<file path="src/design/tvas_ram.sv">
`default_nettype none
module tvas_ram #(
  parameter int WIDTH = 8,
  parameter int DEPTH = 32
) (
  input  logic                                    clk,
  input  logic                                    we,
  input  logic [(DEPTH > 1 ? $clog2(DEPTH) : 1)-1:0] waddr,
  input  logic [WIDTH-1:0]                        wdata,
  input  logic [(DEPTH > 1 ? $clog2(DEPTH) : 1)-1:0] raddr,
  output logic [WIDTH-1:0]                        rdata
);
  logic [WIDTH-1:0] mem [DEPTH];

  always_ff @(posedge clk) begin
    if (we) begin
      mem[waddr] <= wdata;
    end
    rdata <= mem[raddr];
  end
endmodule
`default_nettype wire

</file>
<file path="config.mk">
export PLATFORM = sky130hd
export DESIGN_NAME = tvas_ram
export DESIGN_NICKNAME = d
export VERILOG_FILES = /design/src/design/tvas_ram.sv
export SDC_FILE = /design/constraint.sdc
export NUM_CORES = 1
export LEC_CHECK = 0
export ABC_AREA = 0
export BUFFER_PORTS_ARGS = -buffer_cell sky130_fd_sc_hd__buf_2
export CAP_MARGIN = 40
export CORE_UTILIZATION = 50
export CTS_BUF_LIST = sky130_fd_sc_hd__clkbuf_8
export DETAILED_ROUTE_END_ITERATION = 12
export GPL_TIMING_DRIVEN = 0
export PLACE_DENSITY_LB_ADDON = 0.05
export SYNTH_ARGS = -nofsm -noshare
export SYNTH_HDL_FRONTEND = slang
export SYNTH_SLANG_ARGS = --single-unit
</file>
<file path="constraint.sdc">
create_clock -name clk -period 2.4 [get_ports clk]
set_input_delay 0.48 -clock clk [delete_from_list [all_inputs] [get_ports clk]]
set_output_delay 0.48 -clock clk [all_outputs]
set_load 0.05 [all_outputs]
</file>
Yosys cells after proc, flatten, opt, wreduce, memory -nomap -nowiden
Memory sizes are Yosys's and may differ from the RTL's. A register that Yosys moved wholly into a read port is not among the register bits. Index checks and enable logic that the tools add are counted.

Mux-type cells: 2.

Operators with widths (count): 1-bit two-way mux (2).

Flip-flop bits (word level): 0. Memory bits (writable): 256. Logic and storage cells: 3. Memories: 1.

Memories: mem (words 32, width 8, read ports 1, clocked after memory_dff 1, wr ports 1, line 13) `logic [WIDTH-1:0] mem [DEPTH];`.

Logic depth before layout (Yosys ltp)
Depth in word-level cells: 2. Depth in mapped cells: 5.

Least setup slack after synthesis
OpenSTA, ideal clock, no wires.

Kind: input port to flip-flop. Start point: in raddr[2] (netlist bit). End point: reg rdata[0], read port of mem. Library setup time: 0.121 ns. Arrival time: 2.162 ns. Data required time: 2.279 ns. Path slack: 0.118 ns. Stages on the path: 5. Buffers on the path: 2. Cell sequence: clkbuf_1 -> clkbuf_1 -> mux4_2 -> mux4_2 -> mux2_2.

RTL lines: start: declaration (line 10) `input logic [(DEPTH > 1 ? $clog2(DEPTH) : 1)-1:0] raddr,`; end: declaration (line 11) `output logic [WIDTH-1:0] rdata`.

==> impl_metrics.yaml <==
logic_synthesis:
  ys_seq_elements: 264
  synth_compound_area_share_pct: 0
  synth_fa_ha_area_share_pct: 0
  synth.mux.area_fraction_pct: 18.8
  synth_simple_gate_area_share_pct: 2.07
  synth_top_family_by_area: "multiplexers"
  synthTopCellsByArea: "edfxtp_1 76%, mux4_2 18%, dfxtp_1 1.6%, nor2_1 1.2%, mux2_2 0.90%"
  ys_warn_count: 0
  syn_area_sq_um: 10100
  avgSynthCellArea_sq_um: 24.1
  syn_nets: 437
  synth.distinct_cells: 15
  netlist.area_leader.share_pct: 76.5
  synth_xor_area_share_pct: 0
  syn-instance-count: 417
  synth_top_cell_by_area: "edfxtp_1"
  yosysSeqAreaShare_pct: 78.1
route:
  viasPerCell: 5.73
  route.detailed.drc: 0
  wl_per_cell_microns: 26.3
  drt_iter0_drc: 330
  wirelength_microns: 20700
  dr.pass1.iters: 4
  via_count: 4524
  drtAntennaViolNets: 0
clocking:
  htreeDepth: 2
  root_buffer: "clkbuf_8"
  numClockSinks: 264
  hold_buffers: 0
  numCtsBuffers: 43
  cts_tree: "yes"
  clockBufferDepth: 3
  clkLatencyLatePin_ps: 530
  clk_pin_slew_ps: 60
setup_path:
  cp-start-kind: "input pin"
  critical_path_arrival_ps: 2730
  cp.required_ps: 2800
  r2r_start: "mem[21][0]"
  crit_fanout: 10
  r2r_cells: 3
  crit_type: "input pin to flip-flop"
  crit-reg2reg-capture: "rdata[0]"
  critPathCaptureType: "flip-flop"
  r2r_slack_ps: 590
global_route:
  grt_pass1_wl_microns: 30700
  grt_pass1_vias: 4777
  grt_max_degree: 33
  grt.overflow.total: 0
  antenna_found_initial: 0
  grt_usage_pct: 21.8
power:
  vdd_drop_max_mv: 0.441
  cellPowerDensity_nw_per_um2: 801
  power.leakage_nw: 3.62
finish:
  nFillCells: 1467
  regArea_sq_um: 7850
  layout-drive-gt1-share_pct: 35.3
  fin_util_pct: 57.8
  final_common_cell: "edfxtp_1"
  multiInputGateArea_sq_um: 2100
  fin_nets: 514
  mostFrequentLayoutCells: "256 x edfxtp_1, 80 x mux4_2, 45 x clkbuf_8, 33 x nor2_1, 25 x buf_2"
  antenna_cells: 0
  area_growth_pct: 12.6
sta:
  fin_crit_sh_pct: 97.0
  fin_ws_ps: 72.1
  relSlewSlack_pct: 42.4
  fmax_mhz: 430
  rsz0062_at_grt: "no"
  hold_viol: 0
  finClkSkew_ps: 15.7
  finalSetupViolations: 0
  finalMaxSlewViolations: 0
  max_slew.worst_pin.slew_ps: 861
  period_needed_ps: 2330
placed_design:
  port-buffer-count: 22
  dp_hpwl_microns: 13200
  dp_slack_ps: -676
  gp_congestion: 0.735
floorplanning:
  io_pins: 28
  coreArea_sq_um: 19600
  die_w_microns: 144
  die_area_sq_um: 20700
  rows: 51
  die_y_microns: 144
  initial_core_util_pct: 51.3
min_path:
  hp-class: "input pin to flip-flop"
  min_to: "mem[7][0]"
  min_delay_path_depth: 1
  min_from: "wdata[0]"
run:
  cap_violations: 0
run_status:
  status: "complete, no violations"
## logic make-up after synthesis
| logic type | Yosys count |
|---|---|
| DFF | 264 |
| and+or+nand+nor | 45 |
| buffers and inverters | 20 |
| muxes | 88 |
## worst max-delay path, stage by stage
cell and delay (ps):
clkbuf_1 440, clkbuf_1 580, mux4_2 440, mux4_2 490, mux2_2 300
## registers in the layout, indices dropped and copies added, names as in the netlist
| name | flops |
|---|---|
| rdata | 8 |
| mem | 256 |
## through the flow
stage | total power [W] | instances | hold slack [ps] | TNS, ps | area (sq um)
5_1_grt | 0.00940 | 789 | 490 | 0 | 11300
4_1_cts | 0.00917 | 789 | 469 | 0 | 11300
3_5_place_dp | 0.00581 | 714 | 906 | -5290 | 10600
3_3_place_gp | 0.00579 | 704 | 907 | -8300 | 10500
2_1_floorplan | 0.00558 | 417 | 579 | 0 | 10100
6_report | 0.00907 | 789 | 492 | 0 | 11300
## area by class of cell
class,instances,area share (%)
buffer,20,0.983
clock buffer,45,5.47
clock inverter,30,1.05
multi-input combinational,133,18.5
sequential,264,69.3
tap,265,2.93
timing repair buffer,32,1.73
## worst max-delay path by stage
stage | start | to | slack [ps] | cells past startpoint
CTS | raddr[2] | rdata[4] | 40 | 5
global route | raddr[2] | rdata[0] | 20 | 5
detailed placement | raddr[2] | rdata[7] | -680 | 5
global placement | raddr[2] | rdata[2] | -720 | 5
finish | raddr[2] | rdata[0] | 70 | 5
floorplan | raddr[2] | rdata[0] | 120 | 5
## per-layer routing
layer / up-vias / part of all wire, % / global-route usage (%) / wire length [microns]
met5: - / 0 / 0 / 0
met1: 2365 / 42 / 31.9 / 8710
met3: 36 / 9.0 / 4.90 / 1860
li1: 1939 / - / - / -
met4: 0 / 1.9 / 7.17 / 403
met2: 184 / 47 / 32.6 / 9770
## repair_timing
action	in CTS	in global routing
buffers inserted	0	0
gates resized for setup	3	2
endpoints found under the setup margin	8	1
pin swaps	0	0
## where the power goes
part           internal (W)  switching, W  leakage (nW)  total (W)
logic              0.000215      0.000342         0.801   0.000557
clock network       0.00172       0.00164         0.442    0.00337
registers           0.00513     0.0000150          2.37    0.00514
## Yosys cell counts
cell type  count
or3_1          1
nand3_1        2
buf_6          1
dfxtp_1        8
mux4_2        80
buf_1          6
clkbuf_1       6
buf_2          1
nand3b_1       5
mux2_2         8
edfxtp_1     256
nand2_1        1
nor2_1        33
or3b_2         3
buf_4          6
No activity file was read; power rests on OpenSTA's default activity.
