<file path="config.mk">
export PLATFORM = sky130hd
export DESIGN_NAME = tvas_div
export DESIGN_NICKNAME = d
export VERILOG_FILES = /design/src/design/tvas_pkg.sv /design/src/design/tvas_div.sv
export SDC_FILE = /design/constraint.sdc
export NUM_CORES = 1
export LEC_CHECK = 0
export ABC_AREA = 1
export BUFFER_PORTS_ARGS = -buffer_cell sky130_fd_sc_hd__buf_4
export CAP_MARGIN = 20
export CELL_PAD_IN_SITES_DETAIL_PLACEMENT = 1
export CELL_PAD_IN_SITES_GLOBAL_PLACEMENT = 1
export CORE_AREA = 2 2 147 149
export CTS_BUF_LIST = sky130_fd_sc_hd__clkbuf_8
export DETAILED_ROUTE_END_ITERATION = 16
export DIE_AREA = 0 0 149 151
export PLACE_DENSITY_LB_ADDON = 0.15
export REMOVE_ABC_BUFFERS = 1
export SLEW_MARGIN = 0
export SYNTH_ARGS = -nofsm -noshare
export SYNTH_HDL_FRONTEND = slang
export SYNTH_SLANG_ARGS = --single-unit
</file>
<file path="constraint.sdc">
create_clock -name clk -period 8.1 [get_ports clk]
set_clock_uncertainty 0.15 [all_clocks]
set_input_delay 0.405 -clock clk [delete_from_list [all_inputs] [get_ports clk]]
set_output_delay 0.405 -clock clk [all_outputs]
set_load 0.005 [all_outputs]
</file>
<file path="src/design/tvas_pkg.sv">
`default_nettype none
package tvas_pkg;

  localparam int REG_AW   = 5;
  localparam int REG_DEPTH = 32;
  localparam int TM_W     = 34;
  localparam int DIVN_W   = 50;
  localparam int DIVD_W   = 34;
  localparam int ACC_W    = 56;
  localparam int SR_W     = 18;
  localparam int MS_W     = 15;

  localparam logic [REG_AW-1:0] VOL_REG        = 5'd24;
  localparam logic [REG_AW-1:0] REG_COUNT      = 5'd25;
  localparam logic [5:0]        VOICE_REGS_END = 6'd21;
  localparam logic [7:0]        VOL_RESET      = 8'd8;
  localparam logic [23:0]       COUNT_MAX      = 24'hFFFFFF;
  localparam logic [17:0]       MIX_RECIP      = 18'd139811;

  typedef enum logic [1:0] {
    WV_TRI = 2'd0,
    WV_SAW = 2'd1,
    WV_PUL = 2'd2,
    WV_NOI = 2'd3
  } wave_t;

  typedef enum logic [1:0] {
    ST_IDLE = 2'd0,
    ST_ADS  = 2'd1,
    ST_REL  = 2'd2
  } stage_t;

  typedef struct packed {
    logic [23:0] phase;
    wave_t       wave;
    stage_t      stage;
    logic [23:0] count;
    logic [15:0] hold;
  } vstate_t;

  typedef struct packed {
    logic              start;
    logic [DIVN_W-1:0] dividend;
    logic [DIVD_W-1:0] divisor;
  } div_req_t;

  typedef struct packed {
    logic              busy;
    logic              done;
    logic [DIVN_W-1:0] quot;
  } div_rsp_t;

  function automatic logic [MS_W-1:0] attack_ms(input logic [3:0] i);
    logic [MS_W-1:0] r;
    unique case (i)
      4'd0:  r = 15'd2;
      4'd1:  r = 15'd8;
      4'd2:  r = 15'd16;
      4'd3:  r = 15'd24;
      4'd4:  r = 15'd38;
      4'd5:  r = 15'd56;
      4'd6:  r = 15'd68;
      4'd7:  r = 15'd80;
      4'd8:  r = 15'd100;
      4'd9:  r = 15'd250;
      4'd10: r = 15'd500;
      4'd11: r = 15'd800;
      4'd12: r = 15'd1000;
      4'd13: r = 15'd3000;
      4'd14: r = 15'd5000;
      4'd15: r = 15'd8000;
    endcase
    return r;
  endfunction

  function automatic logic [MS_W-1:0] decrel_ms(input logic [3:0] i);
    logic [MS_W-1:0] r;
    unique case (i)
      4'd0:  r = 15'd6;
      4'd1:  r = 15'd24;
      4'd2:  r = 15'd48;
      4'd3:  r = 15'd72;
      4'd4:  r = 15'd114;
      4'd5:  r = 15'd168;
      4'd6:  r = 15'd204;
      4'd7:  r = 15'd240;
      4'd8:  r = 15'd300;
      4'd9:  r = 15'd750;
      4'd10: r = 15'd1500;
      4'd11: r = 15'd2400;
      4'd12: r = 15'd3000;
      4'd13: r = 15'd9000;
      4'd14: r = 15'd15000;
      4'd15: r = 15'd24000;
    endcase
    return r;
  endfunction

endpackage
`default_nettype wire

</file>
<file path="src/design/tvas_div.sv">
`default_nettype none
module tvas_div
  import tvas_pkg::*;
(
  input  logic     clk,
  input  logic     rst_n,
  input  div_req_t req,
  output div_rsp_t rsp
);
  localparam int CW = $clog2(DIVN_W);

  logic              busy_r;
  logic              done_r;
  logic [CW-1:0]     cnt_r;
  logic [DIVN_W-1:0] dvd_r;
  logic [DIVD_W-1:0] dvs_r;
  logic [DIVD_W-1:0] rem_r;
  logic [DIVD_W:0]   trial;
  logic              take;

  assign trial = {rem_r, dvd_r[DIVN_W-1]};
  assign take  = trial >= {1'b0, dvs_r};

  always_ff @(posedge clk) begin
    if (!rst_n) begin
      busy_r <= 1'b0;
      done_r <= 1'b0;
      cnt_r  <= '0;
    end else begin
      done_r <= 1'b0;
      if (req.start) begin
        busy_r <= 1'b1;
        cnt_r  <= '0;
        dvd_r  <= req.dividend;
        dvs_r  <= req.divisor;
        rem_r  <= '0;
      end else if (busy_r) begin
        rem_r <= take ? DIVD_W'(trial - {1'b0, dvs_r}) : trial[DIVD_W-1:0];
        dvd_r <= {dvd_r[DIVN_W-2:0], take};
        if (cnt_r == CW'(DIVN_W - 1)) begin
          busy_r <= 1'b0;
          done_r <= 1'b1;
        end else begin
          cnt_r <= cnt_r + 1'b1;
        end
      end
    end
  end

  assign rsp.busy = busy_r;
  assign rsp.done = done_r;
  assign rsp.quot = dvd_r;
endmodule
`default_nettype wire
</file>
* Word-level counts from Yosys, hierarchy flattened *
Cells that the tools add are included.

operators by class
  $add $sub $neg = 2
  order comparisons = 1
  equality and inequality tests = 1
  muxes and demuxes = 8
  bitwise operators = 3
  reduce and logical (&&, ||, !) cells = 6

operators by type and width
  kind                                                            count
  50-bit 2-to-1 mux                                               2
  34-bit 2-to-1 mux                                               2
  35-bit by 34-bit >= comparator with 1-bit output                1
  34-bit subtractor                                               1
  6-bit by 1-bit adder with 6-bit output (second input constant)  1
  6-bit == test (second input constant)                           1
  2-bit AND reduction                                             3
  1-bit 2-to-1 mux                                                4
  1-bit inverter                                                  3
  3-bit OR reduction                                              1
  2-bit nonzero test                                              1
  2-bit OR reduction                                              1

storage, ports and cells
  bits in registers = 126
  input bits = 87
  output and inout bits = 52
  word-level logic and storage cells = 27

* Logic depth before layout (Yosys ltp) *
  depth in word-level cells = 4
  gate-level depth with buffers = 17
  mapped depth without buffers = 17

* Least setup slack after synthesis *
Ideal clock, no wire load.

  path kind = input to register
  start = input port req[84] (netlist bit)
  end = register dvd_r[0], enable pin
  library setup time = 0.554 ns
  data arrival time = 5.185 ns
  data required time = 7.396 ns
  slack = 2.211 ns
  stages on the path = 5
  buffers on the path = 3
  path through = clkbuf_1 > inv_1 > clkbuf_1 > clkbuf_1 > a21oi_1

between the ends
  word-level cells in the longest chain between the ends = 2

RTL lines
  element                        line            source
  start, declared                tvas_div.sv:7   input div_req_t req,
  2-bit nonzero test (no line)   --
  2-bit AND reduction (no line)  --
  end signal, assigned           tvas_div.sv:34  dvd_r <= req.dividend;
  end signal, assigned           tvas_div.sv:39  dvd_r <= {dvd_r[DIVN_W-2:0], take};
  end, declared                  tvas_div.sv:15  logic [DIVN_W-1:0] dvd_r;

Every way passes these cells.
A chain may end at the register's enable or synchronous reset.

* Worst setup path in the final report *
  start = register dvd_r[49]
  end = register rem_r[28], data pin

between the ends
  word-level cells in the longest chain between the ends = 3

RTL lines
  element                                                                                line                            source
  34-bit subtractor or 35-bit by 34-bit >= comparator with 1-bit output (tied branches)  tvas_div.sv:38, tvas_div.sv:22
  34-bit 2-to-1 mux *                                                                    tvas_div.sv:38                  rem_r <= take ? DIVD_W'(trial - {1'b0, dvs_r}) : trial[DIVD_W-1:0];
  34-bit 2-to-1 mux *                                                                    tvas_div.sv:37                  end else if (busy_r) begin
  end signal, assigned                                                                   tvas_div.sv:38
  end, declared                                                                          tvas_div.sv:17                  logic [DIVD_W-1:0] rem_r;

Every way passes the cells marked *; elsewhere a longest branch is shown, timed or not. The select of a mux whose other input is x is not followed.

==> run_results.csv <==
group,metric,value,unit
drt,routedWlPerCell,14.8,µm
synthesis,synth_edf_count,118,
sta,slew_headroom,33.9,%
layout,nets,1313,
layout,fillers,2640,
sta,setup_violations,0,
run,drv_cap,0,
floorplan,rows,53,
clock_tree,root_buffer,"clkbuf_8",
worst_setup_path,slowest_stage,"fa_1",
worst_setup_path,max_stage_delay,0.48,ns
worst_setup_path,r2r_cells,14,
synthesis,synth_seq_area_share,47.4,%
drt,first_iter_violations,248,
sta,slew_violations,0,
drt,drc,0,
drt,via_per_inst,4.71,
sta,worst_pin_slew,0.991,ns
min_path,holdPathEnd,"dvd_r[27]",
clock_tree,cts_tree,"built",
placement,portBuffers,138,
pwr,leakage,4.90,nW
synthesis,syn-cell-area,0.00782,mm²
layout,seq_area,0.00370,mm²
placement,post-dp-hpwl,16100,µm
sta,setup-tns-final,0,ns
global_route,grt_start_max_net_pins,85,
drt,wirelength,21800,µm
worst_setup_path,rr_endpoint,"rem_r[28]",
sta,post-route-period-util,34.5,%
worst_setup_path,cpMostUsedCell,"nand2_1",
layout,fin_cells,1477,
layout,layout-drive-gt1-share,15.9,%
layout,mostFrequentLayoutCells,"394 x nand2_1, 150 x inv_1, 141 x buf_4",
worst_setup_path,crit_start,"dvd_r[49]",
pwr,power.density,197,mW/mm²
floorplan,die_w,149,µm
synthesis,avgSynthCellArea,7.68,µm²
min_path,worstHoldStart,"req[61]",
floorplan,initial_utilization,37.5,%
worst_setup_path,setup.worst_path.class,"reg -> reg",
clock_tree,cts_buffers,17,
global_route,track_usage,20.6,%
layout,final_common_cell,"nand2_1",
clock_tree,cts_resized,0,
worst_setup_path,required,8.16,ns
placement,dp_cells,1411,
placement,place_congestion,0.865,
layout,syn_to_final_growth,26.3,%
sta,fmax,357,MHz
floorplan,num_io_pins,139,
sta,fin_crit,2.80,ns
layout,multiInputGateArea,0.00341,mm²
clock_tree,clock-sinks,126,
worst_setup_path,cp.arrival,2.86,ns
synthesis,synth_flop_cell,"edfxtp_1",
layout,utilization,47.4,%
run_status,status,"finished clean",
worst_setup_path,worstSetupEndpointType,"register",
clock_tree,clk_pin_slew_worst_paths,0.09,ns
sta,finalHoldViolations,0,
synthesis,synthCells,1018,
synthesis,synth-seq-cells,126,
min_path,hold_path_class,"in -> reg",
worst_setup_path,path_cells,"inv_1 > ha_1 > inv_1 > fa_1 > nand2_1 > nand3_1 > nand3_1 > nand2_1 > nand2_1 > nand2_1 > nand3b_1 > a21oi_1 > nor2_1 > nor2_1",
floorplan,fp.coreArea,0.0208,mm²
drt,vias,6958,
min_path,min_path_cells,3,
synthesis,ys.warnings.count,0,
clock_tree,htree_levels,4,
worst_setup_path,cp-start-kind,"register",
global_route,grt_first_pass_wirelength,36500,µm
global_route,first_global_vias,7270,
clock_tree,clock_latency,0.46,ns
synthesis,ys_async_sr_fraction,0,%
global_route,antenna_found_initial,0,
worst_setup_path,cp_max_fo,4,
synthesis,synth.distinct_cells,37,
layout,antennaDiodeCount,0,
worst_setup_path,reg2reg_slack,5.30,ns
worst_setup_path,r2r_start,"dvd_r[49]",
pwr,peakVddDrop,0.0000939,V
clock_tree,cts.path.max_buffers,2,
floorplan,design.die.area,0.0225,mm²
drt,drtPass1Iterations,5,
drt,ant_nets,0,
global_route,globalRoute.totalOverflow,0,
sta,rsz0062_at_grt,"no",
floorplan,die_y,151,µm
## worst max-delay path by stage
| stage | cells after the start | slack, ns | endpoint |
|---|---|---|---|
| after floorplan | 2 | 2.04 | dvd_r[0] |
| after global placement | 4 | 5.27 | rem_r[22] |
| after detailed placement | 4 | 5.21 | rem_r[20] |
| after CTS | 14 | 5.29 | rem_r[28] |
| after global routing | 10 | 5.07 | rem_r[17] |
| final | 14 | 5.30 | rem_r[28] |
## sequential cells by signal, indices dropped and copies added (netlist names)
name    count
dvs_r      34
cnt_r       6
done_r      1
rem_r      34
busy_r      1
dvd_r      50
## logic make-up (layout without fill, tap and decap cells)
kind of cell / after synthesis / in the layout / share of synthesized area, %
AND/OR/NAND/NOR: 588 / 588 / 30.3
adder cells (fa/ha/maj): 37 / 37 / 6.02
flip-flops: 126 / 126 / 47.4
AO/OA/AOI/OAI: 74 / 74 / 5.20
XOR/XNOR: 17 / 17 / 1.90
buffers and inverters: 176 / 360 / 9.22
## routing by layer
metal	global-route usage [%]	wire, µm	vias up
li1	-	-	3547
met1	26.0	10200	3254
met2	34.5	10100	135
met3	5.84	1260	22
met4	6.14	327	0
met5	0	0	-
## timing repair
action,4_1_cts,5_1_grt
hold buffers,34,0
buffers inserted,0,0
endpoints found under the hold margin,34,0
## worst max-delay path: cells and delay by family, from the launching register on
| family | cells | cell delay, ns |
|---|---|---|
| fa+ha+maj | 2 | 0.66 |
| compound gates | 1 | 0.08 |
| buf+inv | 2 | 0.17 |
| flops | 1 | 0.42 |
| simple gates | 9 | 1.08 |
## synth_stat cells, types with 11 or more instances
cell      instances  area share [%]
nand3_1          36             2.3
inv_1           150             7.2
o21ai_1          11            0.70
nor2_1          126             6.0
a21oi_1          33             2.1
clkbuf_1         13            0.62
nand2_1         394              19
o21ai_0          20             1.3
xor2_1           15             1.7
edfxtp_1        118              45
ha_1             36             5.8
## report_power, final
group | internal (mW) | total [mW] | leakage (nW) | switching [mW]
clock | 0.342 | 0.644 | 0.218 | 0.302
combinational | 0.192 | 0.502 | 3.48 | 0.310
sequential | 0.776 | 0.801 | 1.20 | 0.0241
## area by class of cell
class                   count  area share (%)
clock buffers              17            2.37
clock inverters            15            2.15
inverters                 153            5.86
multi-input cells         716            34.5
flip-flops and latches    126            37.5
well taps                 275            3.48
repair buffers            175            14.2
## stage by stage
| step | setup slack [ns] | instance area, µm² | total power [mW] | hold WS [ns] |
|---|---|---|---|---|
| 3_5_place_dp | 5.21 | 9090 | 1.31 | 0.321 |
| 4_1_cts | 5.29 | 9880 | 1.97 | 0.0297 |
| 2_1_floorplan | 2.04 | 7680 | 1.13 | 0.295 |
| 6_report | 5.30 | 9880 | 1.95 | 0.0602 |
| 3_3_place_gp | 5.27 | 9090 | 1.30 | 0.312 |
| 5_1_grt | 5.07 | 9880 | 2.07 | 0.0339 |
(Power assumes the default switching activity.)
